===== src/rtl/sha256_message_hasher_macros.svh =====
// ----------------------------------------------------------------------------
// SHA-256 message hasher: assertion macros
// Shared concurrent assertion wrappers for the hasher RTL.
// ----------------------------------------------------------------------------
`ifndef SHA256_MESSAGE_HASHER_MACROS_SVH
`define SHA256_MESSAGE_HASHER_MACROS_SVH

`ifndef ASSERT_OFF
// Checked only while reset is released.
`define SHAMH_ASSERT(lbl, clk, rst_n, prop) \
    lbl: assert property (@(posedge clk) disable iff (!rst_n) (prop)) \
        else $error("%m: assertion failed");
// Checked at every edge, reset included.
`define SHAMH_ASSERT_ALWAYS(lbl, clk, prop) \
    lbl: assert property (@(posedge clk) (prop)) \
        else $error("%m: assertion failed");
`else
`define SHAMH_ASSERT(lbl, clk, rst_n, prop)
`define SHAMH_ASSERT_ALWAYS(lbl, clk, prop)
`endif

`endif


===== src/rtl/shamh_pkg.sv =====
// ----------------------------------------------------------------------------
// SHA-256 message hasher package
// Shared types, sequencer states and the SHA-256 constant tables.
// ----------------------------------------------------------------------------
package shamh_pkg;

    typedef logic [31:0]       t_word;
    typedef logic [7:0][31:0]  t_vars;    // index 0 is a, index 7 is h
    typedef logic [15:0][31:0] t_block;   // index 0 is the first word

    typedef enum logic [2:0] {
        ST_IDLE,
        ST_PAD,
        ST_LEN,
        ST_COMP,
        ST_FOLD,
        ST_OUT
    } t_state;

    typedef enum logic [1:0] {
        PH_DATA,
        PH_EXTRA,
        PH_FINAL
    } t_phase;

    localparam t_vars INIT_HASH = {
        32'h5be0cd19, 32'h1f83d9ab, 32'h9b05688c, 32'h510e527f,
        32'ha54ff53a, 32'h3c6ef372, 32'hbb67ae85, 32'h6a09e667
    };

    localparam logic [7:0] PAD_BYTE = 8'h80;
    localparam logic [5:0] LEN_POS  = 6'd56;

    localparam t_word ROUND_K [64] = '{
        32'h428a2f98, 32'h71374491, 32'hb5c0fbcf, 32'he9b5dba5,
        32'h3956c25b, 32'h59f111f1, 32'h923f82a4, 32'hab1c5ed5,
        32'hd807aa98, 32'h12835b01, 32'h243185be, 32'h550c7dc3,
        32'h72be5d74, 32'h80deb1fe, 32'h9bdc06a7, 32'hc19bf174,
        32'he49b69c1, 32'hefbe4786, 32'h0fc19dc6, 32'h240ca1cc,
        32'h2de92c6f, 32'h4a7484aa, 32'h5cb0a9dc, 32'h76f988da,
        32'h983e5152, 32'ha831c66d, 32'hb00327c8, 32'hbf597fc7,
        32'hc6e00bf3, 32'hd5a79147, 32'h06ca6351, 32'h14292967,
        32'h27b70a85, 32'h2e1b2138, 32'h4d2c6dfc, 32'h53380d13,
        32'h650a7354, 32'h766a0abb, 32'h81c2c92e, 32'h92722c85,
        32'ha2bfe8a1, 32'ha81a664b, 32'hc24b8b70, 32'hc76c51a3,
        32'hd192e819, 32'hd6990624, 32'hf40e3585, 32'h106aa070,
        32'h19a4c116, 32'h1e376c08, 32'h2748774c, 32'h34b0bcb5,
        32'h391c0cb3, 32'h4ed8aa4a, 32'h5b9cca4f, 32'h682e6ff3,
        32'h748f82ee, 32'h78a5636f, 32'h84c87814, 32'h8cc70208,
        32'h90befffa, 32'ha4506ceb, 32'hbef9a3f7, 32'hc67178f2
    };

endpackage


===== src/rtl/shamh_round.sv =====
// ----------------------------------------------------------------------------
// SHA-256 round unit
// One compression round and one message schedule step, shared by all rounds.
// ----------------------------------------------------------------------------
module shamh_round (
    input  shamh_pkg::t_vars i_vars,
    input  shamh_pkg::t_word i_k,
    input  shamh_pkg::t_word i_w0,
    input  shamh_pkg::t_word i_w1,
    input  shamh_pkg::t_word i_w9,
    input  shamh_pkg::t_word i_w14,
    output shamh_pkg::t_vars o_vars,
    output shamh_pkg::t_word o_w_next
);

    function automatic shamh_pkg::t_word big_sig0(input shamh_pkg::t_word x);
        return {x[1:0], x[31:2]} ^ {x[12:0], x[31:13]} ^ {x[21:0], x[31:22]};
    endfunction

    function automatic shamh_pkg::t_word big_sig1(input shamh_pkg::t_word x);
        return {x[5:0], x[31:6]} ^ {x[10:0], x[31:11]} ^ {x[24:0], x[31:25]};
    endfunction

    function automatic shamh_pkg::t_word small_sig0(input shamh_pkg::t_word x);
        return {x[6:0], x[31:7]} ^ {x[17:0], x[31:18]} ^ {3'b000, x[31:3]};
    endfunction

    function automatic shamh_pkg::t_word small_sig1(input shamh_pkg::t_word x);
        return {x[16:0], x[31:17]} ^ {x[18:0], x[31:19]} ^ {10'd0, x[31:10]};
    endfunction

    shamh_pkg::t_word t1;
    shamh_pkg::t_word t2;
    shamh_pkg::t_word maj;
    shamh_pkg::t_word chs;

    always_comb begin
        maj = (i_vars[0] & i_vars[1]) ^ (i_vars[0] & i_vars[2]) ^ (i_vars[1] & i_vars[2]);
        chs = (i_vars[4] & i_vars[5]) ^ (~i_vars[4] & i_vars[6]);
        t1  = i_vars[7] + big_sig1(i_vars[4]) + chs + i_k + i_w0;
        t2  = big_sig0(i_vars[0]) + maj;

        o_vars[7] = i_vars[6];
        o_vars[6] = i_vars[5];
        o_vars[5] = i_vars[4];
        o_vars[4] = i_vars[3] + t1;
        o_vars[3] = i_vars[2];
        o_vars[2] = i_vars[1];
        o_vars[1] = i_vars[0];
        o_vars[0] = t1 + t2;
    end

    assign o_w_next = i_w0 + small_sig0(i_w1) + i_w9 + small_sig1(i_w14);

endmodule


===== src/rtl/sha256_message_hasher.sv =====
// ----------------------------------------------------------------------------
// SHA-256 message hasher
// Byte-stream SHA-256 with padding, one round per cycle, eight-beat digest.
// ----------------------------------------------------------------------------
// Input stream: one beat per message byte. tdata is the byte, tuser flags
// that tdata carries a byte, tlast ends the message (a tlast beat without a
// byte closes an empty message or one whose last byte has already been sent).
// Output stream: eight beats per message, digest words H0..H7 in order, the
// word index on tuser and tlast on the eighth word.
// Every 64th byte starts a compression that occupies the shared round unit
// for all its rounds and then folds the result into the chaining state;
// no further byte is taken until the fold is done. After tlast the padding
// step runs and then one or two compressions (two when 56 or more bytes of
// the block are used) before the first digest beat is valid. A tlast on
// the 64th byte of a block compresses that block first, then pads into a
// new block that takes a single further compression of its own.
// The input is not ready while a compression runs or the digest is shown.
// A stalled receiver simply holds the current digest beat; nothing is lost.
// Reset loads the initial hash values and clears the length counter; the
// block word store needs no clearing since every byte is written before use.
// ----------------------------------------------------------------------------
`include "sha256_message_hasher_macros.svh"

module sha256_message_hasher #(
    parameter int LENGTH_COUNTER_BITS = 64
) (
    input  logic        i_clk,
    input  logic        i_rst_n,
    // Message input
    input  logic        i_s_tvalid,
    output logic        o_s_tready,
    input  logic [7:0]  i_s_tdata,    // [7:0] msg_byte
    input  logic [0:0]  i_s_tuser,    // [0] byte_valid
    input  logic        i_s_tlast,    // last_byte
    // Digest output
    output logic        o_m_tvalid,
    input  logic        i_m_tready,
    output logic [31:0] o_m_tdata,    // [31:0] digest_word
    output logic [2:0]  o_m_tuser,    // [2:0] word_index
    output logic        o_m_tlast     // last_word
);

    localparam int CntW = LENGTH_COUNTER_BITS;

    shamh_pkg::t_state r_state, n_state;
    shamh_pkg::t_phase r_phase, n_phase;
    logic              r_last_pend, n_last_pend;
    logic [CntW-1:0]   r_bit_cnt, n_bit_cnt;
    logic [5:0]        r_round, n_round;
    logic [2:0]        r_out_idx, n_out_idx;
    shamh_pkg::t_vars  r_chain, n_chain;
    shamh_pkg::t_vars  r_vars, n_vars;
    shamh_pkg::t_block r_words, n_words;

    logic              s_acc;
    logic              m_acc;
    logic [5:0]        pos;
    logic [63:0]       len64;
    shamh_pkg::t_vars  round_vars;
    shamh_pkg::t_word  sched_next;
    logic              comp_end;
    logic              msg_end;

    assign s_acc = i_s_tvalid && o_s_tready;
    assign m_acc = o_m_tvalid && i_m_tready;
    assign pos   = r_bit_cnt[8:3];
    assign len64 = 64'(r_bit_cnt);

    assign comp_end = (r_state == shamh_pkg::ST_COMP) && (r_round == 6'd63);
    assign msg_end  = m_acc && o_m_tlast;

    shamh_round u_round (
        .i_vars   (r_vars),
        .i_k      (shamh_pkg::ROUND_K[r_round]),
        .i_w0     (r_words[0]),
        .i_w1     (r_words[1]),
        .i_w9     (r_words[9]),
        .i_w14    (r_words[14]),
        .o_vars   (round_vars),
        .o_w_next (sched_next)
    );

    // Next state
    always_comb begin
        n_state = r_state;
        unique case (r_state)
            shamh_pkg::ST_IDLE: begin
                if (s_acc) begin
                    if (i_s_tuser[0] && pos == 6'd63) begin
                        n_state = shamh_pkg::ST_COMP;
                    end else if (i_s_tlast) begin
                        n_state = shamh_pkg::ST_PAD;
                    end
                end
            end
            shamh_pkg::ST_PAD,
            shamh_pkg::ST_LEN: begin
                n_state = shamh_pkg::ST_COMP;
            end
            shamh_pkg::ST_COMP: begin
                if (r_round == 6'd63) begin
                    n_state = shamh_pkg::ST_FOLD;
                end
            end
            shamh_pkg::ST_FOLD: begin
                case (r_phase)
                    shamh_pkg::PH_DATA: begin
                        n_state = r_last_pend ? shamh_pkg::ST_PAD : shamh_pkg::ST_IDLE;
                    end
                    shamh_pkg::PH_EXTRA: n_state = shamh_pkg::ST_LEN;
                    default:             n_state = shamh_pkg::ST_OUT;
                endcase
            end
            shamh_pkg::ST_OUT: begin
                if (m_acc && r_out_idx == 3'd7) begin
                    n_state = shamh_pkg::ST_IDLE;
                end
            end
            default: n_state = shamh_pkg::ST_IDLE;
        endcase
    end

    // Handshake outputs
    always_comb begin
        o_s_tready = (r_state == shamh_pkg::ST_IDLE);
        o_m_tvalid = (r_state == shamh_pkg::ST_OUT);
        o_m_tdata  = r_chain[r_out_idx];
        o_m_tuser  = r_out_idx;
        o_m_tlast  = (r_out_idx == 3'd7);
    end

    // Datapath
    always_comb begin
        n_phase     = r_phase;
        n_last_pend = r_last_pend;
        n_bit_cnt   = r_bit_cnt;
        n_round     = r_round;
        n_out_idx   = r_out_idx;
        n_chain     = r_chain;
        n_vars      = r_vars;
        n_words     = r_words;

        case (r_state)
            shamh_pkg::ST_IDLE: begin
                if (s_acc) begin
                    n_phase     = shamh_pkg::PH_DATA;
                    n_last_pend = i_s_tlast;
                    if (i_s_tuser[0]) begin
                        for (int l = 0; l < 4; l++) begin
                            if (pos[1:0] == 2'(l)) begin
                                n_words[pos[5:2]][8*(3-l) +: 8] = i_s_tdata;
                            end
                        end
                        n_bit_cnt = r_bit_cnt + CntW'(8);
                        if (pos == 6'd63) begin
                            n_vars = r_chain;
                        end
                    end
                end
            end
            shamh_pkg::ST_PAD: begin
                // Keep bytes before the end marker, then the marker, then zeros.
                for (int j = 0; j < 16; j++) begin
                    for (int l = 0; l < 4; l++) begin
                        if (6'(j * 4 + l) == pos) begin
                            n_words[j][8*(3-l) +: 8] = shamh_pkg::PAD_BYTE;
                        end else if (6'(j * 4 + l) > pos) begin
                            n_words[j][8*(3-l) +: 8] = 8'h00;
                        end
                    end
                end
                if (pos >= shamh_pkg::LEN_POS) begin
                    n_phase = shamh_pkg::PH_EXTRA;
                end else begin
                    n_phase     = shamh_pkg::PH_FINAL;
                    n_words[14] = len64[63:32];
                    n_words[15] = len64[31:0];
                end
                n_vars = r_chain;
            end
            shamh_pkg::ST_LEN: begin
                n_words     = '0;
                n_words[14] = len64[63:32];
                n_words[15] = len64[31:0];
                n_phase     = shamh_pkg::PH_FINAL;
                n_vars      = r_chain;
            end
            shamh_pkg::ST_COMP: begin
                // The block store doubles as the sliding schedule window.
                n_vars = round_vars;
                for (int i = 0; i < 15; i++) begin
                    n_words[i] = r_words[i+1];
                end
                n_words[15] = sched_next;
                n_round     = r_round + 6'd1;
            end
            shamh_pkg::ST_FOLD: begin
                for (int i = 0; i < 8; i++) begin
                    n_chain[i] = r_chain[i] + r_vars[i];
                end
                n_out_idx = 3'd0;
            end
            shamh_pkg::ST_OUT: begin
                if (m_acc) begin
                    n_out_idx = r_out_idx + 3'd1;
                    if (r_out_idx == 3'd7) begin
                        n_chain   = shamh_pkg::INIT_HASH;
                        n_bit_cnt = '0;
                    end
                end
            end
            default: begin
                n_round = r_round;
            end
        endcase
    end

    always_ff @(posedge i_clk) begin
        if (!i_rst_n) begin
            r_state     <= shamh_pkg::ST_IDLE;
            r_phase     <= shamh_pkg::PH_DATA;
            r_last_pend <= 1'b0;
            r_bit_cnt   <= '0;
            r_round     <= '0;
            r_out_idx   <= '0;
            r_chain     <= shamh_pkg::INIT_HASH;
        end else begin
            r_state     <= n_state;
            r_phase     <= n_phase;
            r_last_pend <= n_last_pend;
            r_bit_cnt   <= n_bit_cnt;
            r_round     <= n_round;
            r_out_idx   <= n_out_idx;
            r_chain     <= n_chain;
        end
    end

    always_ff @(posedge i_clk) begin
        r_vars  <= n_vars;
        r_words <= n_words;
    end

    `SHAMH_ASSERT_ALWAYS(a_reset_idle, i_clk, !i_rst_n |=> r_state == shamh_pkg::ST_IDLE)
    `SHAMH_ASSERT(a_no_overlap, i_clk, i_rst_n, o_m_tvalid |-> !o_s_tready)
    `SHAMH_ASSERT(a_round_idle, i_clk, i_rst_n, r_state != shamh_pkg::ST_COMP |-> r_round == 6'd0)
    `SHAMH_ASSERT(a_comp_fold, i_clk, i_rst_n, comp_end |=> r_state == shamh_pkg::ST_FOLD)
    `SHAMH_ASSERT(a_msg_restart, i_clk, i_rst_n, msg_end |=> (r_bit_cnt == '0 && o_s_tready))

endmodule

===== config.mk =====
export PLATFORM = sky130hd
export DESIGN_NAME = sha256_message_hasher
export DESIGN_NICKNAME = d
export VERILOG_FILES = /design/src/rtl/shamh_pkg.sv /design/src/rtl/shamh_round.sv /design/src/rtl/sha256_message_hasher.sv
export VERILOG_INCLUDE_DIRS = /design/src /design/src/rtl
export SDC_FILE = /design/constraint.sdc
export NUM_CORES = 2
export LEC_CHECK = 0
export ABC_CLOCK_PERIOD_IN_PS = 25600
export BUFFER_PORTS_ARGS = -buffer_cell sky130_fd_sc_hd__buf_2
export CORE_MARGIN = 2
export CORE_UTILIZATION = 55
export CTS_BUF_LIST = sky130_fd_sc_hd__clkbuf_4
export CTS_CLUSTER_SIZE = 40
export DETAILED_ROUTE_END_ITERATION = 8
export GPL_TIMING_DRIVEN = 1
export PLACE_DENSITY = 0.74
export SETUP_SLACK_MARGIN = 0.4
export SYNTH_ARGS = -nofsm -noshare
export SYNTH_HDL_FRONTEND = slang
export SYNTH_SLANG_ARGS = --single-unit

===== constraint.sdc =====
create_clock -name i_clk -period 25.6 [get_ports i_clk]
set_clock_uncertainty 0.1 [all_clocks]
set_input_delay 2.56 -clock i_clk [delete_from_list [all_inputs] [get_ports i_clk]]
set_output_delay 2.56 -clock i_clk [all_outputs]
set_load 0.03 [all_outputs]

## After elaboration in Yosys (flattened, before gate mapping)

Memory sizes are Yosys's and may differ from the RTL's.
Cells that the tools add are included.
Widths: inputs -> output; s select.

- Equality and inequality tests: 147
- $lt $le $gt $ge: 69
- Multiplexer cells: 186
- Shift operators: 0
- Add/sub/neg operators: 21
- Div/mod/pow operators: 0
- Bitwise gates (word level): 18
- $mul: 0
- Reductions and logical operators: 86

Operator list:

| cell | number |
|---|---|
| $mux 512 | 15 |
| $bwmux 512 | 4 |
| $pmux 512 s4 | 1 |
| $mux 256 | 5 |
| $mux 8 | 129 |
| $pmux 256 s3 | 1 |
| $add 32x32->32 | 18 |
| $demux 32 s4 | 4 |
| $pmux 256 s2 | 1 |
| $mux 64 | 5 |
| $xor 32x32->32 | 9 |
| $reduce_and 4->1 | 66 |
| $eq 6x6->1 const A | 32 |
| $gt 6x6->1 const A | 32 |
| $ne 3x3->1 const B | 56 |
| $and 32x32->32 | 5 |
| $mux 32 | 4 |
| $pmux 64 s2 | 1 |
| $bmux 32 s3 | 1 |
| $eq 5x6->1 const A | 16 |
| $gt 5x6->1 const A | 16 |
| $add 64x4->64 const B | 1 |
| $eq 4x6->1 const A | 8 |
| $gt 4x6->1 const A | 8 |
| 45 further kinds | 89 |

- Memory bits (read-only): 2,048
- Flip-flop bits (word level): 1,103
- Memory bits (writable): 0
- Bits in latches: 0
- Memories: 1
- Word-level logic and storage cells: 614

Memories:

| name | words | bits a word | read ports | clocked after Yosys merged registers in | wr ports | RTL line | source |
|---|---|---|---|---|---|---|---|
| (no name shown) | 64 | 32 | 1 | 0 | 0 | sha256_message_hasher.sv:74 | `.i_k (shamh_pkg::ROUND_K[r_round]),` |

## Longest topological paths before layout

- Depth in word-level cells: 24
- Mapped depth: 37
- Mapped depth without buffers: 36

## By module

From an unflattened synthesis, not the netlist that was laid out.

- Cells, all modules: 8,448
- Area, all modules: 76,542.2 µm²

Modules (own cells, without submodules):

| module | instances | cells each | area an instance (µm²) |
|---|---|---|---|
| sha256_message_hasher | 1 | 6,594 | 61,337.6 |
| shamh_round | 1 | 1,854 | 15,204.6 |

## Least setup slack after synthesis

No wires, ideal clock.

- Path kind: input to register
- From: input i_s_tvalid
- To: register r_vars[0] (netlist name) (enable)
- Setup time: 879 ps
- Arrival: 14,036 ps
- Buffers on the path: 1
- Required time: 24,621 ps
- Setup slack: 10,585 ps
- Stages: 5
- Path through: nand2_1 nor2_1 a21oi_1 clkbuf_1 nor2_1

- Cells in the longest elaborated chain, start to end: 3

Ends and longest elaborated chain:

| element | RTL line | source |
|---|---|---|
| from (decl) | sha256_message_hasher.sv:30 | `input logic i_s_tvalid,` |
| $logic_and 1x1->1 | sha256_message_hasher.sv:64 | `assign s_acc = i_s_tvalid && o_s_tready;` |
| $ne 2x1->1 (no line) | n/a |  |
| $reduce_and 4->1 (no line) | n/a |  |
| to (signal assigned) | sha256_message_hasher.sv:239 | `r_vars <= n_vars;` |
| to (decl) | sha256_message_hasher.sv:52 | `shamh_pkg::t_vars r_vars, n_vars;` |

No other way between the ends.
A chain may end at the register's enable or synchronous reset.

==> summary.txt <==
Outcome
  – Run status: complete, no violations

Yosys
  – Post-Syn Instances: 8048
  – Mean Syn Cell Area: 9.25 sq um
  – Synth warn: 0
  – Seq/Total Area, Yosys: about two fifths
  – Ys flop type: edfxtp_1
  – Mapped Area: around 74000 sq um
  – Flops & latches, synth: approximately 1.1k
  – Number of synthesized flops with an enable pin: 768
  – Synth cell types: 87
  – FFs w/ async S/R, synth: 0%
  – Mapped Nets: around 8.7k

Placed design
  – DP HPWL: around 190000 microns
  – Placed Cells: between 9k and 10k
  – GP Congestion: ~1.0
  – Buffers on Ports: 51

Die
  – DIE HEIGHT: approximately 370 microns
  – Starting Density: 55.2%
  – CORE AREA: 135000 sq um
  – Die area: approximately 140000 sq um
  – IO Pins: 52
  – # rows: between 100 and 150
  – Die X: 372 microns

Power
  – Leak: around 0.030 uW
  – Worst VDD drop: 0.275 mV
  – P per Cell Area: around 150 nW/um^2

Final layout
  – Layout cell share with drive strength beyond 1: between 10 and 15%
  – Final std cells w/o fill: roughly 10k
  – Fillers: 11.7k
  – Synth-to-Final Area Change: 7.50%
  – Net count, final: 8683

Worst setup path
  – Worst Setup SP: r_round[1]
  – Worst path arrival time: 10700 ps
  – Crit-path max FO: 20
  – WP data required: around 26000 ps
  – RR Startpoint: r_round[1]
  – Startpoint Class: register
  – Critical path class: register to register
  – Crit path max-delay cell type: ha_1
  – Worst stage delay on the critical path: around 1100 ps
  – Delay-heaviest family, CP: compound AO/OA/AOI/OAI gates
  – WP buf/inv: 3
  – CP Capture Type: register

Hold path
  – Hold path startpoint: r_words[201]
  – Worst hold path type: register to register

Clock network
  – CTS Buffer Depth: 4
  – Resized Gates After CTS: 0
  – Clock network latency to the later pin of the worst-skew pair: 1310 ps
  – CTS buffer count: 320
  – Root buffer selected by CTS: clkbuf_4
  – CTS H-tree depth: 5
  – Clock sinks: approximately 1.1k
  – CTS tree: yes
  – Clock-pin slew on the worst setup and hold paths: around 70 ps
  – Post-CTS setup buffer count: 0
  – Post-CTS Hold Fix Bufs: 0

Timing
  – Crit path time final: 9830 ps
  – Final max-slew violation count: 0
  – Worst slew pin tran: 1350 ps
  – Period utilization: a little under two fifths
  – F_max: 102 MHz
  – Final hold viol count: 0
  – RSZ-0062 raised after global routing: no
  – TNS Setup: 0 ps
  – Slew headroom: a little under a tenth
  – Setup-failing EPs final: 0

Global routing
  – Vias in the first global route: just over 60k
  – GRT Total Usage: a little under two fifths
  – Grt total ovfl: 0
  – Largest net degree at the start of global routing: approximately 260
  – Antenna violations before repair: 11
  – First-pass GRT wire length: about 390000 microns

Routing
  – 1st-pass router iterations: 8
  – Residual DRC: 0
  – Iter 0 DRT Violations: around 9.0k
  – Routed WL: around 270000 microns
  – Via/cell ratio: 6.53
  – DR WL/cell: approximately 27 microns
  – Via count: approximately 66k
  – ANT nets after route: 0

Run
  – Number of max-cap violations: 0
cell type report:
type	instances	area, sq um	area share (%)
Tap cell	1781	2230	2.78
Clock inverter	65	312	0.389
Multi-Input combinational cell	6157	41900	52.3
Antenna cell	9	22.5	0.0281
Sequential cell	1100	29700	37.1
Inverter	330	1240	1.55
Timing Repair Buffer	159	1080	1.36
Clock buffer	472	3540	4.43
worst reg2reg max path: cells and delay by family (launching register included):
kind	cells	cell delay (ps)
compound gates	20	4740
fa+ha+maj	5	2660
buf+inv	3	810
xor+xnor	3	510
simple gates	2	440
flops	1	300
cells by family after synthesis:
group | share of synthesized area, %
fa+ha+maj | 12.5
mux | 3.24
compound gates | 18.1
buf+inv | 4.00
flops | 39.9
simple gates | 15.0
xor+xnor | 7.28
power by group:
part	switching (uW)	total (uW)	internal (uW)
combinational	4950	8280	3330
sequential	191	2330	2140
clock	804	1660	857
total	5940	12300	6330
registers in the layout, summed over array words and instances (netlist names):
signal / cells
len64: 61
o_m_tuser: 3
r_chain: 256
r_last_pend: 1
r_phase: 2
r_round: 6
r_state: 3
r_vars: 256
r_words: 512
cells in the final DEF, fill, tap and decap left out, types with 50 or more instances in the layout:
cell,count
o21a_1,66
edfxtp_1,768
dfxtp_1,325
o22ai_1,110
nand2_1,1557
a21o_1,174
nor2_1,413
xor2_1,189
fa_1,196
clkinv_1,57
nor3_1,96
a31oi_1,54
nand2b_1,73
xnor2_1,427
o21ai_0,760
nor2b_1,124
mux2_2,63
ha_1,405
buf_4,107
o21bai_1,52
nand3_1,108
buf_2,50
mux4_2,69
clkbuf_4,472
a21oi_1,457
a22oi_1,69
inv_1,323
synth_stat cells, types with 17 or more instances:
library cell,n,area [sq um]
mux4_2,69,1550
a211oi_1,48,360
a21oi_1,458,2290
a21o_1,174,1310
edfxtp_1,768,23100
a22oi_1,69,518
a31oi_1,54,338
a221o_1,33,330
o21bai_1,52,390
nor3_1,96,480
and2_1,35,219
buf_1,23,86.3
inv_1,323,1210
and3_1,36,225
or3_1,38,238
nor2b_1,124,776
nor2_1,418,1570
or2_2,17,106
a32o_1,35,350
o221ai_1,39,342
a221oi_1,19,166
a22o_1,24,210
o21ai_0,762,3810
nand2_1,1566,5880
ha_1,405,5070
xnor2_1,427,3740
mux2_2,63,709
nand2b_1,73,457
maj3_1,30,300
fa_1,196,3920
nand3_1,109,546
o211ai_1,30,225
o21a_1,66,495
xor2_1,189,1660
clkbuf_1,433,1630
o31ai_1,33,248
dfxtp_1,332,6650
o22ai_1,110,688
nand4_1,35,219
worst paths after layout:
kind / to / slack [ps] / cells after the start
setup / recovery: r_vars[31] / 15770 / 33
hold / removal: r_words[169] / 360 / 1
setup reg to reg: r_vars[31] / 15770 / 33
hold reg to reg: r_words[169] / 360 / 1
per-stage QoR:
stage	hold WS [ps]	cell area [sq um]	util (%)	setup slack [ps]	power, uW
6_report	364	80000	59.3	15770	12300
3_5_place_dp	360	76200	56.4	15890	10300
5_1_grt	372	80000	59.3	15260	13100
3_3_place_gp	354	76200	56.4	15800	10200
2_1_floorplan	343	74500	-	10590	8360
4_1_cts	354	80000	59.3	15860	12000
metal layers:
layer / share of wire (%) / vias up / wire, microns / global-route usage [%]
met5: 0.021 / - / 57 / 0
met4: 5.4 / 10 / 14600 / 18.6
met3: 14 / 891 / 37700 / 12.3
met2: 41 / 4470 / 111000 / 53.9
met1: 39 / 31500 / 106000 / 52.9
li1: - / 28900 / - / -
Power figures use the tool's default switching activity.
